`src/hdl/btm_pkg.sv`:
```
`default_nettype none

package btm_pkg;

   typedef enum logic [1:0] {
      ACT_BEAT_ON  = 2'd0,
      ACT_BEAT_OFF = 2'd1,
      ACT_STOP     = 2'd2,
      ACT_RESET    = 2'd3
   } action_type;

   typedef struct packed {
      action_type  action;
      logic [31:0] now_ms;
   } req_type;

   typedef struct packed {
      logic        display_write;
      logic [7:0]  digit0_segments;
      logic [7:0]  digit1_segments;
      logic [7:0]  digit2_segments;
      logic [7:0]  digit3_segments;
      logic [15:0] tempo_bpm;
   } rsp_type;

   typedef struct packed {
      logic        display_write;
      logic [7:0]  digit0_segments;
      logic [7:0]  digit1_segments;
      logic [7:0]  digit2_segments;
      logic [7:0]  digit3_segments;
      logic        do_div;
      logic [31:0] interval;
   } cmd_type;

   typedef enum logic [0:0] {
      BK_IDLE = 1'b0,
      BK_DIV  = 1'b1
   } back_state_type;

   localparam logic [7:0]  DOT_PATTERN   = 8'h80;
   localparam logic [7:0]  DASH_PATTERN  = 8'h40;
   localparam int          NUM_WIDTH     = 18;
   localparam logic [NUM_WIDTH-1:0] TEMPO_NUMERATOR = 18'd240000;
   localparam logic [15:0] TEMPO_MAX     = 16'hFFFF;
   localparam int          STEP_WIDTH    = 5;

endpackage

`default_nettype wire

```
`src/hdl/btm_cmd_fifo.sv`:
```
`default_nettype none

module btm_cmd_fifo
   import btm_pkg::*;
(
   input  wire     clock,
   input  wire     reset,
   input  wire     push,
   input  cmd_type push_data,
   output logic    full,
   input  wire     pop,
   output cmd_type pop_data,
   output logic    empty
);

   cmd_type    entry_ff [2];
   logic       wr_ptr_ff;
   logic       wr_ptr_in;
   logic       rd_ptr_ff;
   logic       rd_ptr_in;
   logic [1:0] count_ff;
   logic [1:0] count_in;
   logic       do_push;
   logic       do_pop;

   assign full     = (count_ff == 2'd2);
   assign empty    = (count_ff == 2'd0);
   assign pop_data = entry_ff[rd_ptr_ff];
   assign do_push  = push && !full;
   assign do_pop   = pop && !empty;

   always_comb begin
      wr_ptr_in = do_push ? ~wr_ptr_ff : wr_ptr_ff;
      rd_ptr_in = do_pop ? ~rd_ptr_ff : rd_ptr_ff;
      count_in  = count_ff;
      if (do_push && !do_pop) begin
         count_in = count_ff + 2'd1;
      end else if (do_pop && !do_push) begin
         count_in = count_ff - 2'd1;
      end
   end

   always_ff @(posedge clock) begin
      if (reset) begin
         wr_ptr_ff <= 1'b0;
         rd_ptr_ff <= 1'b0;
         count_ff  <= 2'd0;
      end else begin
         wr_ptr_ff <= wr_ptr_in;
         rd_ptr_ff <= rd_ptr_in;
         count_ff  <= count_in;
      end
   end

   always_ff @(posedge clock) begin
      if (do_push) begin
         entry_ff[wr_ptr_ff] <= push_data;
      end
   end

endmodule

`default_nettype wire

```
`src/hdl/btm_front.sv`:
```
`default_nettype none

module btm_front
   import btm_pkg::*;
(
   input  wire     clock,
   input  wire     reset,
   input  wire     req_push,
   input  req_type req_data,
   output logic    req_full,
   output logic    cmd_push,
   output cmd_type cmd_data,
   input  wire     cmd_full
);

   logic        beat_lit_ff;
   logic        beat_lit_in;
   logic [1:0]  position_ff;
   logic [1:0]  position_in;
   logic [31:0] start_ff;
   logic [31:0] start_in;
   logic        accept;

   assign req_full = cmd_full;
   assign accept   = req_push && !cmd_full;
   assign cmd_push = accept;

   always_comb begin
      beat_lit_in = beat_lit_ff;
      position_in = position_ff;
      start_in    = start_ff;
      cmd_data    = '0;
      cmd_data.interval = req_data.now_ms - start_ff;
      unique case (req_data.action)
         ACT_BEAT_ON: begin
            if (!beat_lit_ff) begin
               cmd_data.display_write = 1'b1;
               unique case (position_ff)
                  2'd0: cmd_data.digit0_segments = DOT_PATTERN;
                  2'd1: cmd_data.digit1_segments = DOT_PATTERN;
                  2'd2: cmd_data.digit2_segments = DOT_PATTERN;
                  default: cmd_data.digit3_segments = DOT_PATTERN;
               endcase
               if (position_ff == 2'd0) begin
                  cmd_data.do_div = (start_ff != 32'd0);
                  start_in = req_data.now_ms;
               end
               position_in = position_ff + 2'd1;
               beat_lit_in = 1'b1;
            end
         end
         ACT_BEAT_OFF: begin
            if (beat_lit_ff) begin
               cmd_data.display_write = 1'b1;
               beat_lit_in = 1'b0;
            end
         end
         ACT_STOP: begin
            cmd_data.display_write   = 1'b1;
            cmd_data.digit3_segments = DASH_PATTERN;
            beat_lit_in = 1'b0;
            position_in = 2'd0;
         end
         default: begin
            position_in = 2'd0;
            start_in    = 32'd0;
         end
      endcase
   end

   always_ff @(posedge clock) begin
      if (reset) begin
         beat_lit_ff <= 1'b0;
         position_ff <= 2'd0;
         start_ff    <= 32'd0;
      end else if (accept) begin
         beat_lit_ff <= beat_lit_in;
         position_ff <= position_in;
         start_ff    <= start_in;
      end
   end

endmodule

`default_nettype wire

```
`src/hdl/btm_back.sv`:
```
`default_nettype none

module btm_back
   import btm_pkg::*;
(
   input  wire     clock,
   input  wire     reset,
   input  cmd_type cmd_data,
   input  wire     cmd_empty,
   output logic    cmd_pop,
   output rsp_type rsp_data,
   output logic    rsp_empty,
   input  wire     rsp_pop
);

   back_state_type         state_ff;
   back_state_type         state_in;
   cmd_type                cmd_ff;
   cmd_type                cmd_in;
   logic [31:0]            rem_ff;
   logic [31:0]            rem_in;
   logic [NUM_WIDTH-1:0]   quo_ff;
   logic [NUM_WIDTH-1:0]   quo_in;
   logic [STEP_WIDTH-1:0]  count_ff;
   logic [STEP_WIDTH-1:0]  count_in;
   logic [15:0]            tempo_ff;
   logic [15:0]            tempo_in;
   rsp_type                rsp_ff;
   rsp_type                rsp_in;
   logic                   rsp_valid_ff;
   logic                   rsp_valid_in;

   logic                   slot_free;
   logic                   start;
   logic                   last_step;
   logic [32:0]            rem_shift;
   logic                   fits;
   logic [32:0]            rem_sub;
   logic [31:0]            rem_step;
   logic [NUM_WIDTH-1:0]   quo_step;
   logic [15:0]            tempo_calc;

   function automatic rsp_type build_rsp(input cmd_type cmd, input logic [15:0] tempo);
      rsp_type r;
      r.display_write   = cmd.display_write;
      r.digit0_segments = cmd.digit0_segments;
      r.digit1_segments = cmd.digit1_segments;
      r.digit2_segments = cmd.digit2_segments;
      r.digit3_segments = cmd.digit3_segments;
      r.tempo_bpm       = tempo;
      return r;
   endfunction

   assign rsp_data  = rsp_ff;
   assign rsp_empty = !rsp_valid_ff;
   assign slot_free = !rsp_valid_ff || rsp_pop;
   assign start     = !cmd_empty && slot_free;
   assign last_step = (count_ff == STEP_WIDTH'(NUM_WIDTH - 1));

   // One restoring division step per cycle, numerator bits enter from the top.
   assign rem_shift = {rem_ff, quo_ff[NUM_WIDTH-1]};
   assign rem_sub   = rem_shift - {1'b0, cmd_ff.interval};
   assign fits      = (rem_shift >= {1'b0, cmd_ff.interval});
   assign rem_step  = fits ? rem_sub[31:0] : rem_shift[31:0];
   assign quo_step  = {quo_ff[NUM_WIDTH-2:0], fits};

   always_comb begin
      if ((cmd_ff.interval == 32'd0) || (quo_step[NUM_WIDTH-1:16] != '0)) begin
         tempo_calc = TEMPO_MAX;
      end else begin
         tempo_calc = quo_step[15:0];
      end
   end

   always_comb begin
      state_in = state_ff;
      unique case (state_ff)
         BK_IDLE: begin
            if (start && cmd_data.do_div) begin
               state_in = BK_DIV;
            end
         end
         BK_DIV: begin
            if (last_step) begin
               state_in = BK_IDLE;
            end
         end
         default: state_in = BK_IDLE;
      endcase
   end

   always_comb begin
      cmd_pop      = 1'b0;
      cmd_in       = cmd_ff;
      rem_in       = rem_ff;
      quo_in       = quo_ff;
      count_in     = count_ff;
      tempo_in     = tempo_ff;
      rsp_in       = rsp_ff;
      rsp_valid_in = rsp_valid_ff && !rsp_pop;
      unique case (state_ff)
         BK_IDLE: begin
            if (start) begin
               cmd_pop = 1'b1;
               cmd_in  = cmd_data;
               if (cmd_data.do_div) begin
                  rem_in   = 32'd0;
                  quo_in   = TEMPO_NUMERATOR;
                  count_in = '0;
               end else begin
                  rsp_in       = build_rsp(cmd_data, tempo_ff);
                  rsp_valid_in = 1'b1;
               end
            end
         end
         BK_DIV: begin
            rem_in   = rem_step;
            quo_in   = quo_step;
            count_in = count_ff + STEP_WIDTH'(1);
            if (last_step) begin
               tempo_in     = tempo_calc;
               rsp_in       = build_rsp(cmd_ff, tempo_calc);
               rsp_valid_in = 1'b1;
            end
         end
         default: begin
            rsp_valid_in = rsp_valid_ff;
         end
      endcase
   end

   always_ff @(posedge clock) begin
      if (reset) begin
         state_ff     <= BK_IDLE;
         tempo_ff     <= 16'd0;
         rsp_valid_ff <= 1'b0;
      end else begin
         state_ff     <= state_in;
         tempo_ff     <= tempo_in;
         rsp_valid_ff <= rsp_valid_in;
      end
   end

   always_ff @(posedge clock) begin
      cmd_ff   <= cmd_in;
      rem_ff   <= rem_in;
      quo_ff   <= quo_in;
      count_ff <= count_in;
      rsp_ff   <= rsp_in;
   end

endmodule

`default_nettype wire

```
`src/hdl/beat_indicator_tempo_meter_core.sv`:
```
`default_nettype none

// Beat indicator and tempo meter. Each beat on req_data carries an event kind and a
// millisecond timestamp, and produces exactly one beat on rsp_data holding the
// display patterns to write and the held tempo. The front end decodes events and
// tracks the lit flag, digit position and measure start, then queues a command in
// a two-entry queue. The back end retires a command straight into its response
// register, except for a beat on the first digit with a measure start held, which
// runs a restoring divider of 240000 by the interval at one quotient bit per cycle.

module beat_indicator_tempo_meter_core
   import btm_pkg::*;
(
   input  wire     clock,
   input  wire     reset,
   input  wire     req_push,
   input  req_type req_data,
   output logic    req_full,
   output rsp_type rsp_data,
   output logic    rsp_empty,
   input  wire     rsp_pop
);

   cmd_type push_cmd;
   cmd_type pop_cmd;
   logic    cmd_push;
   logic    cmd_full;
   logic    cmd_pop;
   logic    cmd_empty;

   btm_front u_front (
      .clock    (clock),
      .reset    (reset),
      .req_push (req_push),
      .req_data (req_data),
      .req_full (req_full),
      .cmd_push (cmd_push),
      .cmd_data (push_cmd),
      .cmd_full (cmd_full)
   );

   btm_cmd_fifo u_fifo (
      .clock     (clock),
      .reset     (reset),
      .push      (cmd_push),
      .push_data (push_cmd),
      .full      (cmd_full),
      .pop       (cmd_pop),
      .pop_data  (pop_cmd),
      .empty     (cmd_empty)
   );

   btm_back u_back (
      .clock     (clock),
      .reset     (reset),
      .cmd_data  (pop_cmd),
      .cmd_empty (cmd_empty),
      .cmd_pop   (cmd_pop),
      .rsp_data  (rsp_data),
      .rsp_empty (rsp_empty),
      .rsp_pop   (rsp_pop)
   );

endmodule

`default_nettype wire

```
`config.mk`:
```
export PLATFORM = sky130hd
export DESIGN_NAME = beat_indicator_tempo_meter_core
export DESIGN_NICKNAME = d
export VERILOG_FILES = /design/src/hdl/btm_pkg.sv /design/src/hdl/btm_cmd_fifo.sv /design/src/hdl/btm_front.sv /design/src/hdl/btm_back.sv /design/src/hdl/beat_indicator_tempo_meter_core.sv
export SDC_FILE = /design/constraint.sdc
export NUM_CORES = 1
export LEC_CHECK = 0
export BUFFER_PORTS_ARGS = -buffer_cell sky130_fd_sc_hd__buf_2
export CAP_MARGIN = 20
export CORE_ASPECT_RATIO = 1.2
export CORE_MARGIN = 4
export CORE_UTILIZATION = 50
export DETAILED_ROUTE_END_ITERATION = 12
export GPL_TIMING_DRIVEN = 0
export HOLD_SLACK_MARGIN = 0.06
export PLACE_DENSITY_LB_ADDON = 0.08
export SETUP_SLACK_MARGIN = 0.15
export SYNTH_ARGS = -nofsm -noshare
export SYNTH_HDL_FRONTEND = slang
export SYNTH_SLANG_ARGS = --single-unit
```
`constraint.sdc`:
```
create_clock -name clock -period 3.67 [get_ports clock]
set_clock_uncertainty 0.2 [all_clocks]
set_input_delay 0.367 -clock clock [delete_from_list [all_inputs] [get_ports clock]]
set_output_delay 0.367 -clock clock [all_outputs]
set_load 0.005 [all_outputs]
```
==> flow_summary.ini, run 1 <==
[drt]
route.detailed.drc = 0
drt_wl_total_um = 28350
drtIter0Drc = 404
vias = 9394
drtPass1Iterations = 4
drt-wirelength-per-cell_um = 16.26
ant_nets = 0
drt-vias-per-instance = 5.390

[clock_network]
cts_buffer_depth = 3
clk_latency_ps = 530
h-tree-depth = 1
cts_made_buffers = 27
cts_tree = built
cts.sinks = 251
clk_pin_slew_ps = 60
root_buffer = clkbuf_16

[global_routing]
grt_max_degree = 36
grt_pass1_vias = 9392
grt.total_usage_pct = 19.00
antenna_found_initial = 0
overflow = 0
grt_pass1_wl_um = 46290

[layout]
drive_gt1_share_pct = 15.20
syn2layout_area_growth_pct = 16.83
post-route-util_pct = 59.42
nets = 1503
fill_cells = 2238
diodes = 0

[logic_synthesis]
async_reset_ff_share_pct = 0
yosysSeqAreaShare_pct = 51.91
yosys_most_used_dff = edfxtp_1
synth_edf_count = 193
syn_inst = 1229
yosysUniqueCellTypes = 66
ys_ff_latch = 251
synth_area_sq_mm = 0.01340
avgSynthCellArea_sq_um = 10.90
ys_warn_count = 0

[power_and_ir_drop]
ir_drop_mv = 0.4008
power.internal_uw = 8321
switching_share_pct = 36.60
seqPwrFrac_pct = 35.0
clkPwrFrac_pct = 19.6
p_switching_uw = 4804
p_leak_uw = 0.005933
p_per_area_mw_per_mm2 = 838.3
combPwrFrac_pct = 45.4

[sta]
fin_ws_ps = 227.7
tightest_slew_ps = 848.3
setup_viol = 0
finalCriticalPeriod_ps = 3442
rsz0062_at_grt = yes
setup_tns_ps = 0
whs_ps = 107.3
max_freq_mhz = 290.5
relSlewSlack_pct = 43.39
drv_slew = 0
min_period_over_period_pct = 93.80
finalHoldViolations = 0

[floorplanning]
start_util_pct = 50.86
rows = 65
die_h_um = 187.3
die_x_um = 157.5
io_pins = 89
core_sq_mm = 0.02635
dieArea_sq_mm = 0.02950

[setup_path]
crit_type = in -> reg
critical_path_required_ps = 3730
path_delay_family = compound AO/OA/AOI/OAI gates
path_cells = dlygate4sd3_1 > buf_2 > ha_1 > buf_6 > a21o_1 > a21o_1 > a21o_1 > or3_1 > o211a_4 > a31oi_4 > a21oi_2 > a221o_1 > a21oi_2 > xnor2_2
path_buf_inv = 3
cp.depth = 14
start_kind = primary input
end_kind = flip-flop
cp_max_fo = 7
rr_startpoint = u_back.quo_ff[17]
crit_top_cell = a21o_1
reg2reg_slack_ps = 230
slowest_delay_ps = 530
r2r_cells = 13
arrival_ps = 3500
crit_end = u_fifo.entry_ff[0][31]
cp_slowest_cell = dlygate4sd3_1
worstSetupStartpoint = req_data[16]
rr_endpoint = u_back.rem_ff[30]

[place]
routabilityCongestion = 0.9074
dp_hpwl_um = 20970
post-place-ws_ps = 99.38
io_buffers = 60

[min_path]
hp-class = in -> reg

[flow_run]
max_cap_viol_count = 0

[run_status]
status = finished clean
## power groups by stage
stage	clock network, uW	logic (uW)	registers (uW)
6_report	2580	5950	4600
5_1_grt	2780	6610	4680
4_1_cts	2640	5890	4600
3_5_place_dp	0	5700	4650
3_3_place_gp	0	5520	4670
2_1_floorplan	0	4350	4520
## per-layer routing
metal | part of all wire, % | vias up | wire [um] | global-route usage (%)
met1 | 44 | 4432 | 12420 | 24.62
met3 | 3.5 | 53 | 1005 | 2.245
met5 | 0 | - | 0 | 0
li1 | - | 4721 | - | -
met2 | 50 | 188 | 14060 | 32.72
met4 | 3.0 | 0 | 861 | 6.687
## cell usage after synthesis, drive strengths merged, types with 37 or more instances
cell	n	area, sq um
mux2	45	506.7
nor2	78	292.8
ha	74	925.9
nand2	61	229.0
nor2b	37	231.5
dfxtp	58	1161
edfxtp	193	5796
nand3	46	230.2
clkbuf	42	157.7
xnor2	38	332.8
buf	37	277.8
a21oi	99	510.5
inv	94	352.8
## registers in the layout (all words and copies together), names as in the netlist, named ones only
register and cells:
u_back.count_ff 5, u_fifo.rd_ptr_ff 1, u_back.tempo_ff 16, u_fifo.entry_ff 78, u_front.start_ff 32, u_front.beat_lit_ff 1, u_back.rem_ff 32, u_fifo.wr_ptr_ff 1
u_back.quo_ff 18, u_back.cmd_ff 38, u_fifo.count_ff 2, u_back.rsp_data 22, u_back.state_ff 1, u_front.position_ff 2, u_back.rsp_valid_ff 1
## cell type report
type / instances / area (sq um) / area share, %
clock inverters: 9 / 101.3 / 0.6473
flip-flops and latches: 251 / 6957 / 44.43
inverters: 94 / 352.8 / 2.253
well taps: 335 / 419.2 / 2.677
repair buffers: 105 / 795.8 / 5.082
plain buffers: 79 / 435.4 / 2.781
clock buffers: 39 / 730.7 / 4.667
multi-input cells: 831 / 5866 / 37.46
## timing repair
item                       in CTS  in global routing
setup endpoints to repair      19                 41
hold buffers                   35                  0
resized for setup               3                 15
hold endpoints to repair       39                  0
pin swaps                       3                  6
setup buffers                   3                  3
## worst min path at each step
stage                         startpoint                    to  slack, ps  cells past startpoint
global route                       reset  u_front.start_ff[27]         90                      2
finish                             reset  u_front.start_ff[28]        110                      2
CTS                                reset   u_front.start_ff[5]         80                      2
floorplan           u_front.start_ff[10]  u_front.start_ff[10]        240                      2
global placement     u_front.start_ff[9]   u_front.start_ff[9]        260                      2
detailed placement  u_front.start_ff[14]  u_front.start_ff[14]        260                      2
## worst reg2reg max path, delay by kind of cell, from the launching register on
kind	cells	cell delay (ps)
AOI/OAI and AO/OA	7	1620
DFF	1	450
and+or+nand+nor	3	450
adders and majority gates	2	360
buffers and inverters	1	110
## stage by stage
stage	cell area [sq um]	std cells	power, uW
2_1_floorplan	13500	1255	8870
3_3_place_gp	14220	1650	10190
3_5_place_dp	14320	1654	10350
4_1_cts	15550	1740	13130
5_1_grt	15660	1743	14060
6_report	15660	1743	13130
## cells by family (layout without fill, tap and decap cells)
family | count (synthesis) | in the layout | share of synthesized area, %
flip-flops | 251 | 251 | 51.91
adder cells (fa/ha/maj) | 76 | 76 | 7.208
XOR/XNOR | 58 | 58 | 3.791
AND/OR/NAND/NOR | 344 | 344 | 13.13
AO/OA/AOI/OAI | 255 | 255 | 12.33
other | 1 | 27 | 0.02798
multiplexers | 71 | 71 | 5.723
buffers and inverters | 173 | 326 | 5.882
## cells in the final DEF (no fill, tap or decap), types with 5 or more instances in the layout
cell type and count:
edfxtp_1 193, a21oi_1 94, inv_1 93, nor2_1 76
ha_1 73, buf_2 63, nand2_1 61, dfxtp_1 58
clkbuf_1 53, nand3_1 46, mux2_2 45, xnor2_1 37
nor2b_1 36, dlygate4sd3_1 35, nor4_1 33, buf_4 33
a21o_1 29, conb_1 27, clkbuf_16 27, mux2i_1 26
o21ai_0 25, a211oi_1 25, and2_1 21, xor2_1 20
nand2b_1 18, o21a_1 18, nand4_1 15, nor3_1 9
or3_1 8, a31oi_1 7, o21bai_1 7, o31a_1 6
or2_2 5
Note: power is estimated with default switching activity, not from simulation.
==> run 2: changes to the inputs <==
--- a/config.mk
+++ b/config.mk
@@ -9,7 +9,7 @@
 export CAP_MARGIN = 20
 export CORE_ASPECT_RATIO = 1.2
 export CORE_MARGIN = 4
-export CORE_UTILIZATION = 50
+export CORE_UTILIZATION = 40
 export DETAILED_ROUTE_END_ITERATION = 12
 export GPL_TIMING_DRIVEN = 0
 export HOLD_SLACK_MARGIN = 0.06
==> flow_summary.ini, run 2 (synthesis gave the netlist of run 1 again) <==
[clock_network]
cts_tree = built
clk_latency_ps = 540
cts_buffer_depth = 3
h-tree-depth = 1
root_buffer = clkbuf_16
clk_pin_slew_ps = 60
cts_made_buffers = 27
cts.sinks = 251

[drt]
drt-vias-per-instance = 4.951
drt_wl_total_um = 29150
drtPass1Iterations = 5
wl_met1_um = 12980
route.met3.wl_um = 1018
drtIter0Drc = 336
wl_met2_um = 14480
top_layer = met4
vias = 9269
drt-wirelength-per-cell_um = 15.57
ant_nets = 0
route.detailed.drc = 0

[sta]
whs_ps = 120.7
relSlewSlack_pct = 43.42
tightest_slew_ps = 847.8
rsz0062_at_grt = yes
max_freq_mhz = 290.7
setup_viol = 0
finalHoldViolations = 0
finalCriticalPeriod_ps = 3441
drv_slew = 0
min_period_over_period_pct = 93.75

[layout]
fin_cells = 1872
syn2layout_area_growth_pct = 18.91
final_area_sq_mm = 0.01594
top_register = u_fifo.entry_ff
fill_cells = 3134
nets = 1515
largest_register_ffs = 78
final_cell_mix = edfxtp_1 (193), a21oi_1 (93), inv_1 (91)
final_common_cell = edfxtp_1
drive_gt1_share_pct = 15.96
reg_top3 = u_fifo.entry_ff (78), u_back.cmd_ff (38)
diodes = 0

[power_and_ir_drop]
ir_drop_mv = 0.4178
p_leak_uw = 0.006014
p_per_area_mw_per_mm2 = 834.1

[floorplanning]
die_x_um = 175.1
die_h_um = 208.5
start_util_pct = 40.53
io_pins = 89
rows = 73
core_sq_mm = 0.03306
dieArea_sq_mm = 0.03651

[place]
io_buffers = 60
dp_hpwl_um = 21780
dpl_cell_area_sq_mm = 0.01444
post-place-cells = 1768
routabilityCongestion = 0.8326

[global_routing]
grt_pass1_vias = 9356
grt_max_degree = 41
antenna_found_initial = 0
grt.total_usage_pct = 15.78
overflow = 0
grt_pass1_wl_um = 47690

[setup_path]
arrival_ps = 3530
path_cells = inv_2 > ha_4 > fa_2 > nor2b_2 > o31a_1 > o221a_1 > o31a_1 > a21oi_2 > a31oi_4 > buf_4 > o41ai_1 > xor2_1 > o22ai_1
path_delay_family = compound AO/OA/AOI/OAI gates
cp_slowest_cell = edfxtp_1
end_kind = flip-flop
start_kind = flip-flop
slowest_delay_ps = 450
crit_top_cell = o31a_1
critical_path_required_ps = 3760
cp_max_fo = 3
crit_type = reg -> reg
path_buf_inv = 2

[run_status]
status = finished clean

[flow_run]
max_cap_viol_count = 0

[min_path]
hp-class = in -> reg
run 2: path summary, 6_finish.rpt:
check	startpoint	to	slack [ps]	cells after the start
worst max-delay path	u_back.quo_ff[17]	u_back.rem_ff[28]	230	13
worst min-delay path	reset	u_front.start_ff[27]	120	2
worst max register to register	u_back.quo_ff[17]	u_back.rem_ff[28]	230	13
worst min register to register	u_front.start_ff[18]	u_front.start_ff[18]	270	2
run 2: layer usage:
| metal | track usage, % | vias up |
|---|---|---|
| met5 | 0 | - |
| met4 | 4.580 | 0 |
| met3 | 2.199 | 42 |
| met2 | 27.78 | 163 |
| met1 | 20.28 | 4331 |
| li1 | - | 4733 |
run 2: report_power, final:
group	leakage (uW)	internal (uW)	switching, uW
Combinational	0.00330	2640	3340
Clock	0.000429	1630	1090
Sequential	0.00229	4190	400
Total	0.00601	8460	4830
run 2: through the flow:
step | total power [uW] | TNS [ps] | util [%] | setup slack (ps)
floorplan | 8870 | 0 | - | 557.3
global placement | 10310 | -43490 | 43.44 | -577.6
detailed placement | 10350 | 0 | 43.67 | 1.447
CTS | 13350 | 0 | 47.83 | 144.4
global route | 14260 | 0 | 48.20 | 119.0
finish | 13290 | 0 | 48.20 | 229.5
run 2: layout make-up:
class / instances / area, sq um / area share [%]
clock inverter: 12 / 137.6 / 0.8637
tap: 450 / 563.0 / 3.533
timing repair buffer: 117 / 863.3 / 5.418
multi-input combinational: 831 / 5879 / 36.90
sequential: 251 / 6957 / 43.66
buffer: 79 / 435.4 / 2.732
clock buffer: 38 / 747.0 / 4.687
inverter: 94 / 352.8 / 2.214
run 2: timing repair:
item / 4_1_cts / 5_1_grt
setup buffers: 8 / 7
gates resized for setup: 9 / 12
hold buffers: 39 / 0
pin swaps: 8 / 10
endpoints found under the setup margin: 24 / 41
hold endpoints to repair: 41 / 0
==> run 3: changes to the inputs <==
--- a/config.mk
+++ b/config.mk
@@ -14,6 +14,7 @@
 export GPL_TIMING_DRIVEN = 0
 export HOLD_SLACK_MARGIN = 0.06
 export PLACE_DENSITY_LB_ADDON = 0.08
+export RECOVER_POWER = 50
 export SETUP_SLACK_MARGIN = 0.15
 export SYNTH_ARGS = -nofsm -noshare
 export SYNTH_HDL_FRONTEND = slang
==> flow_summary.ini, run 3 (synthesis gave the netlist of run 1 again) <==
[run_status]
status = finished clean

[layout]
final_common_cell = edfxtp_1
nets = 1515
multiInputGateArea_sq_mm = 0.005864
ff_latch_area_sq_mm = 0.006957
reg_top3 = u_fifo.entry_ff (78), u_back.cmd_ff (38)
fill_cells = 3147
syn2layout_area_growth_pct = 18.45
largest_register_ffs = 78
drive_gt1_share_pct = 14.49
final_cell_mix = edfxtp_1 (193), a21oi_1 (93), inv_1 (91)
diodes = 0
top_register = u_fifo.entry_ff

[drt]
drtIter0Drc = 345
ant_nets = 0
drt-wirelength-per-cell_um = 15.58
drt-vias-per-instance = 4.955
drt_wl_total_um = 29160
route.detailed.drc = 0
vias = 9275
drtPass1Iterations = 4

[global_routing]
grt_max_degree = 41
grt_pass1_vias = 9356
antenna_found_initial = 0
overflow = 0
grt_pass1_wl_um = 47690
grt.total_usage_pct = 15.78

[power_and_ir_drop]
clkPwrFrac_pct = 20.5
ir_drop_mv = 0.4179
combPwrFrac_pct = 44.8
p_per_area_mw_per_mm2 = 835.5
p_leak_uw = 0.005957
switching_share_pct = 36.47
p_switching_uw = 4837
seqPwrFrac_pct = 34.7
power.internal_uw = 8427

[sta]
relSlewSlack_pct = 36.27
rsz0062_at_grt = yes
max_freq_mhz = 286.9
setup_viol = 0
finalCriticalPeriod_ps = 3486
finalHoldViolations = 0
setup_tns_ps = 0
drv_slew = 0
tightest_slew_ps = 952.4
min_period_over_period_pct = 94.99
fin_ws_ps = 184.0

[floorplanning]
die_h_um = 208.5
die_x_um = 175.1
io_pins = 89
rows = 73
core_sq_mm = 0.03306
dieArea_sq_mm = 0.03651
start_util_pct = 40.53

[setup_path]
crit_type = in -> reg
rr_startpoint = u_back.quo_ff[17]
critical_path_required_ps = 3740
r2r_cells = 13
path_cells = dlygate4sd3_1 > clkbuf_1 > ha_1 > or4_1 > o21ai_0 > a31oi_1 > o211a_4 > a31oi_4 > a21oi_2 > a221o_1 > a21oi_2 > xnor2_1
arrival_ps = 3560
crit_top_cell = a21oi_2
end_kind = flip-flop
slowest_delay_ps = 540
rr_endpoint = u_back.rem_ff[28]
cp_max_fo = 5
reg2reg_slack_ps = 210
start_kind = primary input
cp_slowest_cell = dlygate4sd3_1
worstSetupStartpoint = req_data[4]

[min_path]
hold_depth = 2
min_from = reset
hold_end = u_front.start_ff[27]
hp-class = in -> reg

[place]
routabilityCongestion = 0.8326
post-place-ws_ps = 1.447
dp_hpwl_um = 21780
io_buffers = 60

[clock_network]
root_buffer = clkbuf_16
cts_tree = built
clk_pin_slew_ps = 60
cts_buffer_depth = 3
cts_made_buffers = 27
h-tree-depth = 1
cts.sinks = 251
clk_latency_ps = 540

[flow_run]
max_cap_viol_count = 0
[run 3: layout make-up]
| type | count | share of cell area (%) |
|---|---|---|
| Sequential cell | 251 | 43.82 |
| Multi-Input combinational cell | 831 | 36.94 |
| Timing Repair Buffer | 117 | 5.147 |
| Clock buffer | 38 | 4.706 |
| Tap cell | 450 | 3.547 |
| Buffer | 79 | 2.743 |
| Inverter | 94 | 2.223 |
| Clock inverter | 12 | 0.8670 |
[run 3: how the worst max path moves through the flow]
| stage | to | slack (ps) | depth (start not counted) |
|---|---|---|---|
| after floorplan | u_back.rem_ff[30] | 560 | 11 |
| after global placement | u_fifo.entry_ff[0][8] | -580 | 3 |
| after detailed placement | u_fifo.entry_ff[1][30] | 1 | 14 |
| after CTS | u_back.rem_ff[6] | 140 | 14 |
| after global routing | u_fifo.entry_ff[1][31] | 80 | 12 |
| final | u_fifo.entry_ff[0][31] | 180 | 12 |
[run 3: metal layers]
layer	part of all wire, %	GRT usage (%)	vias to the layer above	routed length [um]
met4	2.3	4.580	0	661
met3	3.6	2.199	44	1061
met1	45	20.28	4327	12980
li1	-	-	4738	-
met2	50	27.78	166	14460
met5	0	0	-	0
[run 3: what timing repair did]
item / 4_1_cts / 5_1_grt
endpoints found under the setup margin: 24 / 41
hold buffers: 39 / 0
pin swaps: 8 / 10
gates resized for setup: 9 / 12
setup buffers: 8 / 7
hold endpoints to repair: 41 / 0
[run 3: per-stage QoR]
| stage | cell area (sq um) | utilization, % | hold WS [ps] | total power, uW | std cells |
|---|---|---|---|---|---|
| final | 15870 | 48.01 | 105.8 | 13260 | 1872 |
| after global routing | 15870 | 48.01 | 107.4 | 14230 | 1872 |
| after floorplan | 13500 | - | 244.6 | 8870 | 1255 |
| after global placement | 14360 | 43.44 | 256.7 | 10310 | 1765 |
| after CTS | 15810 | 47.83 | 81.37 | 13350 | 1865 |
| after detailed placement | 14440 | 43.67 | 259.6 | 10350 | 1768 |
[run 3: power groups by stage]
stage                     clock network, uW  registers, uW  logic, uW
after detailed placement                  0           4650       5690
after global placement                    0           4680       5630
after global routing                   2920           4700       6610
after CTS                              2810           4610       5940
after floorplan                           0           4520       4350
final                                  2720           4600       5950
[run 3: worst max-delay path: cells and delay by family]
kind	cells	cell delay (ps)
AOI/OAI and AO/OA	7	1680
buffers and inverters	2	660
xor gates and xnor gates	1	80
adders and majority gates	1	250
and+or+nand+nor	1	540
